--- src/hw/rtl/lltc_pkg.sv ---
// ----------------------------------------------------------------------------
// lltc_pkg
// Shared types and constants for the LCD line timing controller.
// ----------------------------------------------------------------------------
package lltc_pkg;

  localparam int unsigned LINE_W    = 8;
  localparam int unsigned RESIDUE_W = 16;
  localparam int unsigned DOT_W     = 7;
  localparam int unsigned CFG_IDX_W = 2;
  localparam int unsigned CFG_DAT_W = 8;
  localparam int unsigned IEN_W     = 4;

  // Bit positions in status_irq_enables
  localparam int unsigned IEN_HBLANK = 0;
  localparam int unsigned IEN_VBLANK = 1;
  localparam int unsigned IEN_SCAN   = 2;
  localparam int unsigned IEN_MATCH  = 3;

  // Phase and status mode share one encoding
  typedef enum logic [1:0] {
    MODE_HBLANK = 2'd0,
    MODE_VBLANK = 2'd1,
    MODE_SCAN   = 2'd2,
    MODE_DRAW   = 2'd3
  } mode_e;

  typedef enum logic [CFG_IDX_W-1:0] {
    REG_LCD_ENABLE   = 2'd0,
    REG_LINE_COMPARE = 2'd1,
    REG_IRQ_ENABLES  = 2'd2
  } cfg_reg_e;

  typedef struct packed {
    mode_e                phase;
    logic [RESIDUE_W-1:0] residue;
    logic [LINE_W-1:0]    line;
    mode_e                mode;
    logic                 match;
  } lltc_state_t;

  typedef struct packed {
    logic [LINE_W-1:0] line_number;
    mode_e             reported_mode;
    logic              line_match_flag;
    logic              vblank_irq;
    logic              status_irq;
    logic              sprite_scan_pulse;
    logic              line_render_pulse;
    logic              frame_done;
  } lltc_result_t;

endpackage

--- src/hw/rtl/lltc_step.sv ---
// ----------------------------------------------------------------------------
// lltc_step
// Next-state and result logic for one dot-count transaction.
// ----------------------------------------------------------------------------
module lltc_step import lltc_pkg::*; #(
  parameter int unsigned LINE_DOTS     = 456,
  parameter int unsigned SCAN_DOTS     = 80,
  parameter int unsigned DRAW_DOTS     = 172,
  parameter int unsigned VISIBLE_LINES = 144,
  parameter int unsigned TOTAL_LINES   = 154
) (
  input  lltc_state_t          cur_i,
  input  logic [DOT_W-1:0]     dot_i,
  input  logic                 lcd_en_i,
  input  logic [LINE_W-1:0]    line_cmp_i,
  input  logic [IEN_W-1:0]     irq_en_i,
  output lltc_state_t          nxt_o,
  output lltc_result_t         res_o
);

  localparam int unsigned SUM_W = RESIDUE_W + 1;
  localparam int unsigned HBLANK_DOTS =
    (SCAN_DOTS + DRAW_DOTS >= LINE_DOTS) ? 0 : LINE_DOTS - SCAN_DOTS - DRAW_DOTS;

  localparam logic [SUM_W-1:0]  SCAN_NEED   = SUM_W'(SCAN_DOTS);
  localparam logic [SUM_W-1:0]  DRAW_NEED   = SUM_W'(DRAW_DOTS);
  localparam logic [SUM_W-1:0]  HBLANK_NEED = SUM_W'(HBLANK_DOTS);
  localparam logic [SUM_W-1:0]  LINE_NEED   = SUM_W'(LINE_DOTS);
  localparam logic [LINE_W-1:0] VIS_LINE    = LINE_W'(VISIBLE_LINES);
  localparam logic [LINE_W-1:0] TOT_LINE    = LINE_W'(TOTAL_LINES);

  logic [SUM_W-1:0]  sum;
  logic [SUM_W-1:0]  rem;
  logic [LINE_W-1:0] line_inc;
  logic              match_inc;
  logic              match_zero;
  lltc_state_t       nxt;
  logic              stat, vb, scan_p, render_p, frame_p;

  assign sum        = {1'b0, cur_i.residue} + SUM_W'(dot_i);
  assign line_inc   = cur_i.line + LINE_W'(1);
  assign match_inc  = (line_inc == line_cmp_i);
  assign match_zero = (line_cmp_i == '0);

  always_comb begin
    nxt      = cur_i;
    rem      = sum;
    stat     = 1'b0;
    vb       = 1'b0;
    scan_p   = 1'b0;
    render_p = 1'b0;
    frame_p  = 1'b0;
    if (!lcd_en_i) begin
      // held at line zero; parked v-blank at line zero is left alone
      if (cur_i.line != '0 || cur_i.phase != MODE_VBLANK) begin
        nxt.line    = '0;
        nxt.residue = '0;
        nxt.phase   = MODE_HBLANK;
      end
    end else begin
      case (cur_i.phase)
        MODE_SCAN: begin
          if (sum >= SCAN_NEED) begin
            rem       = sum - SCAN_NEED;
            scan_p    = 1'b1;
            nxt.phase = MODE_DRAW;
            nxt.mode  = MODE_DRAW;
          end
        end
        MODE_DRAW: begin
          if (sum >= DRAW_NEED) begin
            rem       = sum - DRAW_NEED;
            render_p  = (cur_i.line < VIS_LINE);
            nxt.phase = MODE_HBLANK;
            nxt.mode  = MODE_HBLANK;
            stat      = irq_en_i[IEN_HBLANK];
          end
        end
        MODE_HBLANK: begin
          if (sum >= HBLANK_NEED) begin
            rem       = sum - HBLANK_NEED;
            nxt.line  = line_inc;
            nxt.match = match_inc;
            if (line_inc == VIS_LINE) begin
              nxt.phase = MODE_VBLANK;
              nxt.mode  = MODE_VBLANK;
              vb        = 1'b1;
              frame_p   = 1'b1;
              stat      = (match_inc & irq_en_i[IEN_MATCH]) | irq_en_i[IEN_VBLANK];
            end else begin
              nxt.phase = MODE_SCAN;
              nxt.mode  = MODE_SCAN;
              stat      = (match_inc & irq_en_i[IEN_MATCH]) | irq_en_i[IEN_SCAN];
            end
          end
        end
        default: begin
          if (sum >= LINE_NEED) begin
            rem = sum - LINE_NEED;
            if (line_inc >= TOT_LINE) begin
              // end of frame: compared at the wrapped count and again at zero
              nxt.line  = '0;
              nxt.match = match_zero;
              nxt.phase = MODE_SCAN;
              nxt.mode  = MODE_SCAN;
              stat      = ((match_inc | match_zero) & irq_en_i[IEN_MATCH])
                          | irq_en_i[IEN_SCAN];
            end else begin
              nxt.line  = line_inc;
              nxt.match = match_inc;
              stat      = match_inc & irq_en_i[IEN_MATCH];
            end
          end
        end
      endcase
      nxt.residue = rem[SUM_W-1] ? '1 : rem[RESIDUE_W-1:0];
    end
  end

  assign nxt_o = nxt;

  assign res_o.line_number       = nxt.line;
  assign res_o.reported_mode     = nxt.mode;
  assign res_o.line_match_flag   = nxt.match;
  assign res_o.vblank_irq        = vb;
  assign res_o.status_irq        = stat;
  assign res_o.sprite_scan_pulse = scan_p;
  assign res_o.line_render_pulse = render_p;
  assign res_o.frame_done        = frame_p;

endmodule

--- src/hw/rtl/lcd_line_timing_controller.sv ---
// ----------------------------------------------------------------------------
// lcd_line_timing_controller
// Display line timer: steps OAM scan, drawing, h-blank and v-blank phases
// from dot counts and raises status and v-blank interrupts.
// ----------------------------------------------------------------------------
//  channel | signals                                   | direction
//  --------+-------------------------------------------+----------
//  in      | in_valid_i, in_ready_o, dot_count_i       | sink
//  out     | out_valid_o, out_ready_i, result fields   | source
//  cfg     | cfg_valid_i, cfg_ready_o, cfg_index_i/data | sink
//
//  An input register holds each tick; one pass of the step logic then loads
//  the timer state and the output register together.
//  One transaction per cycle sustained unless the output stalls; state feeds back directly.
//  Output stalls back up only into the input register; cfg is always ready.
//  Reset: phase and mode OAM scan, line 0, display enabled.
// ----------------------------------------------------------------------------
module lcd_line_timing_controller import lltc_pkg::*; #(
  parameter int unsigned LINE_DOTS     = 456,
  parameter int unsigned SCAN_DOTS     = 80,
  parameter int unsigned DRAW_DOTS     = 172,
  parameter int unsigned VISIBLE_LINES = 144,
  parameter int unsigned TOTAL_LINES   = 154
) (
  input  logic                 clk_i,
  input  logic                 rst_ni,
  input  logic                 in_valid_i,
  output logic                 in_ready_o,
  input  logic [DOT_W-1:0]     dot_count_i,
  output logic                 out_valid_o,
  input  logic                 out_ready_i,
  output logic [LINE_W-1:0]    line_number_o,
  output logic [1:0]           reported_mode_o,
  output logic                 line_match_flag_o,
  output logic                 vblank_irq_o,
  output logic                 status_irq_o,
  output logic                 sprite_scan_pulse_o,
  output logic                 line_render_pulse_o,
  output logic                 frame_done_o,
  input  logic                 cfg_valid_i,
  output logic                 cfg_ready_o,
  input  logic [CFG_IDX_W-1:0] cfg_index_i,
  input  logic [CFG_DAT_W-1:0] cfg_data_i
);

  logic               in_vld_q;
  logic [DOT_W-1:0]   dot_q;
  logic               out_vld_q;
  lltc_result_t       res_q, res_d;
  lltc_state_t        state_q, state_d;
  logic               lcd_en_q;
  logic [LINE_W-1:0]  line_cmp_q;
  logic [IEN_W-1:0]   irq_en_q;
  logic               advance;

  assign advance     = !out_vld_q || out_ready_i;
  assign in_ready_o  = !in_vld_q || advance;
  assign cfg_ready_o = 1'b1;

  always_ff @(posedge clk_i or negedge rst_ni) begin
    if (!rst_ni) begin
      lcd_en_q   <= 1'b1;
      line_cmp_q <= '0;
      irq_en_q   <= '0;
    end else if (cfg_valid_i) begin
      case (cfg_index_i)
        REG_LCD_ENABLE:   lcd_en_q   <= cfg_data_i[0];
        REG_LINE_COMPARE: line_cmp_q <= cfg_data_i;
        REG_IRQ_ENABLES:  irq_en_q   <= cfg_data_i[IEN_W-1:0];
        default: ;
      endcase
    end
  end

  always_ff @(posedge clk_i or negedge rst_ni) begin
    if (!rst_ni) begin
      in_vld_q <= 1'b0;
    end else if (in_ready_o) begin
      in_vld_q <= in_valid_i;
    end
  end

  always_ff @(posedge clk_i) begin
    if (in_ready_o && in_valid_i) begin
      dot_q <= dot_count_i;
    end
  end

  lltc_step #(
    .LINE_DOTS    (LINE_DOTS),
    .SCAN_DOTS    (SCAN_DOTS),
    .DRAW_DOTS    (DRAW_DOTS),
    .VISIBLE_LINES(VISIBLE_LINES),
    .TOTAL_LINES  (TOTAL_LINES)
  ) u_step (
    .cur_i     (state_q),
    .dot_i     (dot_q),
    .lcd_en_i  (lcd_en_q),
    .line_cmp_i(line_cmp_q),
    .irq_en_i  (irq_en_q),
    .nxt_o     (state_d),
    .res_o     (res_d)
  );

  always_ff @(posedge clk_i or negedge rst_ni) begin
    if (!rst_ni) begin
      out_vld_q       <= 1'b0;
      state_q.phase   <= MODE_SCAN;
      state_q.residue <= '0;
      state_q.line    <= '0;
      state_q.mode    <= MODE_SCAN;
      state_q.match   <= 1'b0;
    end else if (advance) begin
      out_vld_q <= in_vld_q;
      if (in_vld_q) begin
        state_q <= state_d;
      end
    end
  end

  always_ff @(posedge clk_i) begin
    if (advance && in_vld_q) begin
      res_q <= res_d;
    end
  end

  assign out_valid_o         = out_vld_q;
  assign line_number_o       = res_q.line_number;
  assign reported_mode_o     = res_q.reported_mode;
  assign line_match_flag_o   = res_q.line_match_flag;
  assign vblank_irq_o        = res_q.vblank_irq;
  assign status_irq_o        = res_q.status_irq;
  assign sprite_scan_pulse_o = res_q.sprite_scan_pulse;
  assign line_render_pulse_o = res_q.line_render_pulse;
  assign frame_done_o        = res_q.frame_done;

endmodule

--- config.mk ---
export PLATFORM = sky130hd
export DESIGN_NAME = lcd_line_timing_controller
export DESIGN_NICKNAME = d
export VERILOG_FILES = /design/src/hw/rtl/lltc_pkg.sv /design/src/hw/rtl/lltc_step.sv /design/src/hw/rtl/lcd_line_timing_controller.sv
export SDC_FILE = /design/constraint.sdc
export NUM_CORES = 1
export LEC_CHECK = 0
export BUFFER_PORTS_ARGS = -buffer_cell sky130_fd_sc_hd__buf_2
export CORE_MARGIN = 2
export CORE_UTILIZATION = 62
export CTS_CLUSTER_SIZE = 24
export DETAILED_ROUTE_END_ITERATION = 16
export HOLD_SLACK_MARGIN = 0.06
export PLACE_DENSITY = 0.87
export SLEW_MARGIN = 15
export SYNTH_ARGS = -nofsm -noshare
export SYNTH_HDL_FRONTEND = slang
export SYNTH_HIERARCHICAL = 1
export SYNTH_SLANG_ARGS = --single-unit
--- constraint.sdc ---
create_clock -name clk_i -period 4.8 [get_ports clk_i]
set_input_delay 0.96 -clock clk_i [delete_from_list [all_inputs] [get_ports clk_i]]
set_output_delay 0.96 -clock clk_i [all_outputs]
set_load 0.05 [all_outputs]
-- Word-level counts from Yosys, hierarchy flattened
Index checks and enable logic that the tools add are counted.
- equality and inequality tests: 12
- bitwise operators: 6
- order comparisons: 6
- add/subtract/negate cells: 6
- reduce and logical (&&, ||, !) cells: 22
- muxes and demuxes: 35
- operators with widths (kind ; number):
    2-to-1 mux 17 bit ; 5
    2-to-1 mux 26 bit ; 2
    case mux 17 bit (3 select lines) ; 1
    greater-or-equal comparator 17 x 8 -> 1 bit (second input constant) ; 2
    subtractor 17 x 8 -> 17 bit (second input constant) ; 2
    2-to-1 mux 11 bit ; 2
    2-to-1 mux 2 bit ; 9
    adder 16 x 7 -> 17 bit ; 1
    greater-or-equal comparator 17 x 7 -> 1 bit (second input constant) ; 1
    greater-or-equal comparator 17 x 9 -> 1 bit (second input constant) ; 1
    subtractor 17 x 7 -> 17 bit (second input constant) ; 1
    subtractor 17 x 9 -> 17 bit (second input constant) ; 1
    2-to-1 mux 16 bit ; 1
    case mux 8 bit (2 select lines) ; 1
    case mux 2 bit (3 select lines) ; 2
    != test 5 x 1 -> 1 bit (second input constant) ; 2
    AND reduction 2 bit ; 5
    != test 3 x 2 -> 1 bit (second input constant) ; 3
    AND reduction 3 bit ; 3
    adder 8 x 1 -> 8 bit (second input constant) ; 1
    equality test 8 bit ; 1
    equality test 8 bit (second input constant) ; 1
    greater-or-equal comparator 8 bit (second input constant) ; 1
    logical NOT 8 bit ; 1
    other kinds (19) ; 37
- register bits: 66
- output and inout port bits: 19

-- Logic depth before layout (Yosys ltp)
Gate-level depths: netlist of run 1.
- depth after elaboration: 8
- gate-level depth with buffers: 17
- gate-level depth less buffers: 17

-- Hierarchy
The synthesis of run 1 kept the hierarchy.
- modules (own cells, without submodules) (module ; area an instance (sq um) ; cells each ; instances ; seq. area each (sq um)):
    lltc_step ; 3479.6 ; 534 ; 1 ; 0.0
    lcd_line_timing_controller ; 2492.4 ; 124 ; 1 ; 1795.5

-- Worst setup path after synthesis of run 1
Ideal clock, no wire load.
- kind: flip-flop to flip-flop
- from: reg state_q[11] (netlist name)
- to: reg state_q[19] (netlist name)
- buffers on the path: 0
- period minus slack after synthesis: 4.355 ns
- path slack: 0.445 ns
- setup time: 0.125 ns
- data arrival time: 4.230 ns
- stages on the path, launching flop included: 18
- cell sequence: dfrtp_1 ha_1 fa_1 a211o_1 nand3_1 and2_0 inv_1 ha_1 a22oi_1 o21a_1 o211ai_1 a211oi_4 nor2_2 a221o_1 a31oi_1 xnor2_1 a221o_1 mux2_4
- RTL lines (what ; RTL line ; source):
    start: declaration ; lcd_line_timing_controller.sv:50 ; lltc_state_t state_q, state_d;
    start signal: assignment ; lcd_line_timing_controller.sv:116 ; state_q <= state_d;

==> reports/metrics.csv, run 1 <==
metric;value;unit
power.internal;2.36;mW
worst_hold_slack;0.511;ns
syn-num-nets;701;
die_h;102;um
synth_top_area_share;0.172;
yosys.area_share.adder;0.0453;
ctsRootBufferMaster;clkbuf_8;
fmax;212;MHz
maxCapViolations;0;
grt.overflow.total;0;
async_reset_ff_frac;0.657;
yosys_warnings;6;
yosys.area_share.simple;0.200;
met3WireLength;1.72;mm
routedWlPerCell;22.0;um
start_util;0.643;
p_switching;2.67;mW
die_area;10400;um^2
path_cells;ha_1 > fa_1 > a211o_1 > a21o_1 > and2_1 > inv_2 > ha_1 > a22oi_2 > o21a_1 > o211ai_1 > a211oi_4 > nor2_2 > nand4_1 > a21oi_4 > nand2_2 > o311ai_1 > mux2_4;
combPwrFrac;0.719;
io_pins;41;
max_stage_delay;0.48;ns
p_seq_frac;0.182;
synth.distinct_cells;88;
postSynthAreaPerCell;9.08;um^2
clk_latency;0.37;ns
startpoint_type;register;
crit_top_cell;ha_1;
drc;0;
coreArea;9280;um^2
h-tree-depth;3;
top_layer_used;met5;
clock-sinks;67;
track_usage;0.353;
num_antenna_cells;0;
swShare;0.530;
antenna_found_initial;1;
finalHoldViolCount;0;
p_clk_frac;0.098;
cpMaxStageDelayCell;fa_1;
synth_xor_area_frac;0.0572;
ir_drop;386;uV
yosys-top-cells-area;dfrtp_1, edfxtp_1, mux2_4, ha_1, nand2_1;
cts_buffers;9;
synth-main-ff-cell;dfrtp_1;
setup_viol;0;
grt_max_degree;45;
synth_most_common_cell;nand2_1;
syn_to_final_growth;7.54;%
ant_nets;0;
die_w;102;um
ys_ff_latch;67;
critical_path_peak_fanout;9;
instances_no_fill;815;
synth_edf_count;23;
gp_congestion;1.02;
met1_length;7.19;mm
dp_hpwl;12.8;mm
required;5.12;ns
synthMuxAreaShare;0.106;
drive_above_1_share;0.239;
synth_area_leader_cell;dfrtp_1;
rows;35;
fin_nets;724;
path_class;reg2reg;
wl_met2;8.20;mm
min_period_over_period;0.981;
grt_first_pass_wirelength;28.5;mm
hold_buffers;0;
final.min_clock_period;4.71;ns
p_leak;2.64;nW
crit_path_end_kind;register;
synth_compound_area_frac;0.227;
dr.pass1.iters;6;
synth_commonest_cells;nand2_1, nor2_1, dfrtp_1;
dpl.cell_count;798;
grt_setup_unrepaired;true;
drt-total-wl;17.9;mm
synthesis.instances;658;
clockBufferDepth;2;
tightest_slew;0.832;ns
ys_seq_area_frac;0.301;
synth_area;5970;um^2
vias;5621;
grt_pass1_vias;5527;
power_density;784;nW/um^2
synth_top_family_by_area;compound AO/OA/AOI/OAI gates;
path_clk_slew;0.09;ns
drv_slew;0;
post_drt_via_cell_ratio;6.90;
crit_arrival;5.02;ns
status;finished, final reports clean;
slew_headroom;0.445;
clock_skew;0.0220;ns
drtIter0Drc;665;
cts_tree;built;
hp-class;reg2reg;
io_buffers;39;
==> per-layer routing <==
metal,GRT usage,up-vias
met4,0.173,2
met5,0,-
met1,0.472,2663
met2,0.557,366
li1,-,2503
met3,0.0616,87
==> cell type report <==
| type | count | area (um^2) |
|---|---|---|
| Clock inverter | 5 | 61.3 |
| Clock buffer | 11 | 131 |
| Multi-Input combinational cell | 524 | 3830 |
| Sequential cell | 67 | 1800 |
| Timing Repair Buffer | 64 | 385 |
| Fill cell | 726 | 2860 |
| Tap cell | 129 | 161 |
| Inverter | 15 | 56.3 |
==> cells by family (layout without fill, tap and decap cells) <==
family,count (synthesis),count (layout)
compound gates,186,186
xor+xnor,39,39
fa+ha+maj,21,21
buf+inv,67,95
flops,67,67
mux,47,47
other cells,1,1
simple gates,230,230
==> per-stage QoR <==
stage               setup slack (ns)  utilization  total power [mW]  TNS, ns  area [um^2]
detailed placement            0.0962        0.668              4.33        0         6200
global route                 -0.0578        0.692              5.30   -0.121         6420
global placement               0.329        0.667              4.25        0         6190
finish                        0.0933        0.692              5.04        0         6420
CTS                           0.0793        0.689              4.85        0         6390
floorplan                      0.445            -              3.45        0         5970
==> sequential cells by signal, summed over array words and instances (netlist names), 2 cells and up <==
signal	flops
irq_en_q	4
line_number_o	8
state_q	29
reported_mode_o	2
dot_q	7
line_cmp_q	8
==> repair_timing <==
item / 4_1_cts / 5_1_grt
resized for setup: 0 / 6
setup buffers: 0 / 1
endpoints found under the setup margin: 0 / 18
==> path summary, 6_finish.rpt <==
check	to	slack, ns	depth (start not counted)	start
setup / recovery	state_q[17]$_DFFE_PN0P_	0.09	17	state_q[11]$_DFFE_PN0P_
hold / removal	out_valid_o$_DFFE_PN0P_	0.51	1	in_vld_q$_DFFE_PN0P_
setup reg to reg	state_q[17]$_DFFE_PN0P_	0.09	17	state_q[11]$_DFFE_PN0P_
hold reg to reg	out_valid_o$_DFFE_PN0P_	0.51	1	in_vld_q$_DFFE_PN0P_
max in group asynchronous	irq_en_q[2]$_DFFE_PN0P_	3.77	1	rst_ni
min in group asynchronous	state_q[23]$_DFFE_PN0P_	0.59	1	rst_ni
==> critical path, delay by kind of cell (launching register included) <==
| kind | cells | cell delay [ns] |
|---|---|---|
| flops | 1 | 0.41 |
| mux | 1 | 0.19 |
| buf+inv | 1 | 0.14 |
| simple gates | 4 | 1.04 |
| compound gates | 8 | 1.94 |
| fa+ha+maj | 3 | 0.92 |
==> power groups by stage <==
| stage | sequential [mW] | combinational, mW | clock [mW] |
|---|---|---|---|
| final | 0.919 | 3.62 | 0.494 |
| after global routing | 0.938 | 3.85 | 0.520 |
| after CTS | 0.911 | 3.44 | 0.498 |
| after detailed placement | 0.921 | 3.41 | 0 |
| after global placement | 0.910 | 3.34 | 0 |
| after floorplan | 0.912 | 2.54 | 0 |
==> layout by cell type (no fill, tap or decap), types with 4 or more instances in the layout <==
cell type | synthesis | routed
a211oi_1 | 14 | 14
a21o_1 | 8 | 8
a21oi_1 | 39 | 39
a221o_1 | 4 | 4
a2bb2oi_1 | 4 | 4
a31oi_1 | 7 | 7
and2_1 | 7 | 8
and3_1 | 5 | 5
and4_1 | 5 | 5
buf_2 | 2 | 38
buf_4 | 23 | 26
clkbuf_8 | 0 | 9
dfrtp_1 | 41 | 41
edfxtp_1 | 23 | 23
ha_1 | 20 | 20
inv_1 | 13 | 12
mux2_2 | 13 | 13
mux2_4 | 29 | 29
mux2i_1 | 5 | 5
nand2_1 | 58 | 58
nand2_2 | 4 | 4
nand3_1 | 32 | 32
nand3b_1 | 5 | 5
nand4_1 | 11 | 11
nor2_1 | 42 | 42
nor3_1 | 20 | 20
nor4_1 | 8 | 7
o211ai_1 | 7 | 7
o21a_1 | 6 | 6
o21ai_0 | 38 | 38
o221ai_1 | 4 | 4
o22ai_1 | 4 | 4
or2_2 | 4 | 4
or3_1 | 8 | 8
xnor2_1 | 22 | 22
xor2_1 | 17 | 17
(Power assumes the default switching activity.)
==> run 2: changes to the inputs <==
--- a/config.mk
+++ b/config.mk
@@ -5,15 +5,16 @@
 export SDC_FILE = /design/constraint.sdc
 export NUM_CORES = 1
 export LEC_CHECK = 0
+export ABC_AREA = 1
 export BUFFER_PORTS_ARGS = -buffer_cell sky130_fd_sc_hd__buf_2
+export CAP_MARGIN = 30
 export CORE_MARGIN = 2
-export CORE_UTILIZATION = 62
+export CORE_UTILIZATION = 63
 export CTS_CLUSTER_SIZE = 24
 export DETAILED_ROUTE_END_ITERATION = 16
 export HOLD_SLACK_MARGIN = 0.06
-export PLACE_DENSITY = 0.87
+export PLACE_DENSITY = 0.88
 export SLEW_MARGIN = 15
 export SYNTH_ARGS = -nofsm -noshare
 export SYNTH_HDL_FRONTEND = slang
-export SYNTH_HIERARCHICAL = 1
 export SYNTH_SLANG_ARGS = --single-unit
==> run 2 against run 1 <==
Effect of this change: global-route usage down 1.1 points; clock power down 3%; sequential share of layout area down 1.9 points; power up 9.4%; utilization up 0.54 points; setup slack better by 0.52 ns; non-clock buffer count down 21; sequential cell count down 1; die area up 3.8%.
==> reports/metrics.csv, run 2 <==
metric;value;unit;change
gr-max-usage-layer;met2;;unchanged
clk_latency;0.37;ns;about the same
syn_to_final_growth;7.50;%;was 7.54%
startpoint_type;register;;unchanged
die_h;104;um;was 102 um
grtUsageMet1;0.444;;was 0.472
synth_area_leader_cell;nand2_1;;was dfrtp_1
drt-total-wl;18.2;mm;was 17.9 mm
setup_viol;0;;unchanged
clockBufferDepth;2;;unchanged
rows;36;;was 35
post_drt_via_cell_ratio;5.99;;was 6.90
p_leak;3.45;nW;was 2.64 nW
coreArea;9730;um^2;was 9280 um^2
gp_congestion;0.974;;was 1.02
drtIter0Drc;633;;was 665
start_util;0.649;;was 0.643
grt_use_met3;0.0501;;was 0.0616
track_usage;0.342;;was 0.353
p_clk_frac;0.087;;was 0.098
synth_area;6310;um^2;was 5970 um^2
ctsRootBufferMaster;clkbuf_8;;unchanged
slew_headroom;0.474;;was 0.445
final_common_cell;nand2_1;;unchanged
postSynthAreaPerCell;6.49;um^2;was 9.08 um^2
combPwrFrac;0.755;;was 0.719
worst_hold_slack;0.497;ns;was 0.511 ns
synth.distinct_cells;48;;was 88
cpMaxStageDelayCell;fa_1;;unchanged
clock-sinks;66;;was 67
tightest_slew;0.790;ns;was 0.832 ns
synth-main-ff-cell;dfrtp_1;;unchanged
ant_nets;0;;unchanged
max_stage_delay;0.38;ns;was 0.48 ns
top_register;state_q;;unchanged
dr.pass1.iters;6;;unchanged
post_cts_buffers;0;;unchanged
synth_commonest_cells;nand2_1, inv_1, nand3_1;;was nand2_1, nor2_1, dfrtp_1
cts_tree;built;;unchanged
hold_buffers;0;;unchanged
fmax;239;MHz;was 212 MHz
critical_path_peak_fanout;14;;was 9
io_buffers;39;;unchanged
grt.overflow.total;0;;unchanged
cts_buffers;9;;unchanged
vias;6824;;was 5621
synth_top_area_share;0.184;;was 0.172
p_seq_frac;0.158;;was 0.182
p_switching;3.34;mW;was 2.67 mW
grt_setup_unrepaired;false;;was true
die_w;104;um;was 102 um
grt_first_pass_wirelength;29.9;mm;was 28.5 mm
cp_num_buf_inv;5;;was 1
grt_pass1_vias;6155;;was 5527
status;finished, final reports clean;;unchanged
antenna_found_initial;0;;was 1
crit_path_end_kind;register;;unchanged
drv_slew;0;;unchanged
synthesis.instances;972;;was 658
maxCapViolations;0;;unchanged
swShare;0.606;;was 0.530
die_area;10800;um^2;was 10400 um^2
yosys_warnings;0;;was 6
num_antenna_cells;0;;unchanged
io_pins;41;;unchanged
cts.repair.resized;0;;unchanged
power.internal;2.17;mW;was 2.36 mW
crit_top_cell;nand2_1;;was ha_1
final.min_clock_period;4.18;ns;was 4.71 ns
hp-class;reg2reg;;unchanged
grt_max_degree;35;;was 45
power_density;812;nW/um^2;was 784 nW/um^2
critPathTopFamily;simple AND/OR/NAND/NOR gates;;was compound AO/OA/AOI/OAI gates
routedWlPerCell;16.0;um;was 22.0 um
largest_reg_flops;29;;unchanged
synth_most_common_cell;nand2_1;;unchanged
yosys-top-cells-area;nand2_1, dfrtp_1, edfxtp_1, nand3_1, inv_1;;was dfrtp_1, edfxtp_1, mux2_4, ha_1, nand2_1
crit_arrival;4.43;ns;was 5.02 ns
ys_ff_latch;66;;was 67
ir_drop;339;uV;was 386 uV
required;5.05;ns;was 5.12 ns
drive_above_1_share;0.133;;was 0.239
clock_skew;0.0177;ns;was 0.0220 ns
dp_hpwl;13.6;mm;was 12.8 mm
ys_seq_area_frac;0.280;;was 0.301
drc;0;;unchanged
h-tree-depth;3;;unchanged
nFillCells;867;;was 726
syn-num-nets;1019;;was 701
finalHoldViolCount;0;;unchanged
fin_setup_tns;0;ns;unchanged
synth_edf_count;22;;was 23
min_period_over_period;0.872;;was 0.981
final_cell_mix;nand2_1, inv_1, nand3_1;;was nand2_1, nor2_1, dfrtp_1
fin_nets;1048;;was 724
path_clk_slew;0.09;ns;about the same
groute.layer.met2.usage;0.550;;was 0.557
async_reset_ff_frac;0.667;;was 0.657
path_class;reg2reg;;unchanged
## run 2: cell types whose count changed after synthesis, moves of 13 or more
cell / delta
buf_4: -19
nand2_2: +20
mux2_4: -29
nand2_1: +251
nor2_1: +24
mux2_2: -13
o21ai_0: +14
a21oi_1: -13
inv_1: +102
xnor2_1: -20
a211oi_1: -14
nand3_1: +70
nand4_1: +37
## run 2: path summary, 6_finish.rpt
path                                          from                 endpoint  slack (ns)  cells after the start
max in group asynchronous                   rst_ni  state_q[28]$_DFFE_PN1P_        3.67                      2
min in group asynchronous                   rst_ni  out_valid_o$_DFFE_PN0P_        0.54                      1
min                         state_q[2]$_DFFE_PN1P_   state_q[2]$_DFFE_PN1P_        0.50                      2
min reg2reg                 state_q[2]$_DFFE_PN1P_   state_q[2]$_DFFE_PN1P_        0.50                      2
max                        state_q[11]$_DFFE_PN0P_  state_q[16]$_DFFE_PN0P_        0.62                     26
max reg2reg                state_q[11]$_DFFE_PN0P_  state_q[16]$_DFFE_PN0P_        0.62                     26
## run 2: area by class of cell
| class | instances | area, um^2 | share of cell area |
|---|---|---|---|
| multi-input combinational | 760 | 3960 | 0.584 |
| sequential | 66 | 1770 | 0.260 |
| inverter | 121 | 454 | 0.0670 |
| timing repair buffer | 43 | 238 | 0.0350 |
| tap | 133 | 166 | 0.0245 |
| clock buffer | 9 | 124 | 0.0183 |
| clock inverter | 7 | 73.8 | 0.0109 |
## run 2: kinds of logic (layout without fill, tap and decap cells)
kind of cell    Yosys count  after routing  synth area share
xor+xnor                 13             13            0.0180
compound gates          116            116             0.107
fa+ha+maj                25             25            0.0508
other cells               1              1          0.000594
flops                    66             66             0.280
simple gates            605            605             0.451
buf+inv                 146            180            0.0928
## run 2: metrics by stage
step	cell area, um^2	utilization	power (mW)	instances	setup slack (ns)
floorplan	6310	-	4.01	972	1.47
global placement	6570	0.675	4.82	1122	0.949
detailed placement	6590	0.677	4.87	1123	0.720
CTS	6780	0.697	5.36	1139	0.722
global route	6780	0.697	5.97	1139	0.151
finish	6780	0.697	5.51	1139	0.616
## run 2: routing by layer
metal  share of wire  up-vias
li1                -     3270
met5               0        -
met2            0.46      414
met3           0.089       91
met1            0.40     3049
met4           0.053        0
## run 2: power by group through the flow
stage	registers, mW	clock network (mW)	logic [mW]
global placement	0.873	0	3.95
global route	0.887	0.502	4.58
finish	0.872	0.477	4.16
CTS	0.867	0.477	4.02
detailed placement	0.875	0	4.00
floorplan	0.909	0	3.10
## run 2: worst register-to-register path, delay by kind of cell, from the launching register on
family                     cells  cell delay (ns)
buffers and inverters          5             0.56
adders and majority gates      3             0.81
and+or+nand+nor               17             1.97
DFF                            1             0.37
AOI/OAI and AO/OA              1             0.36
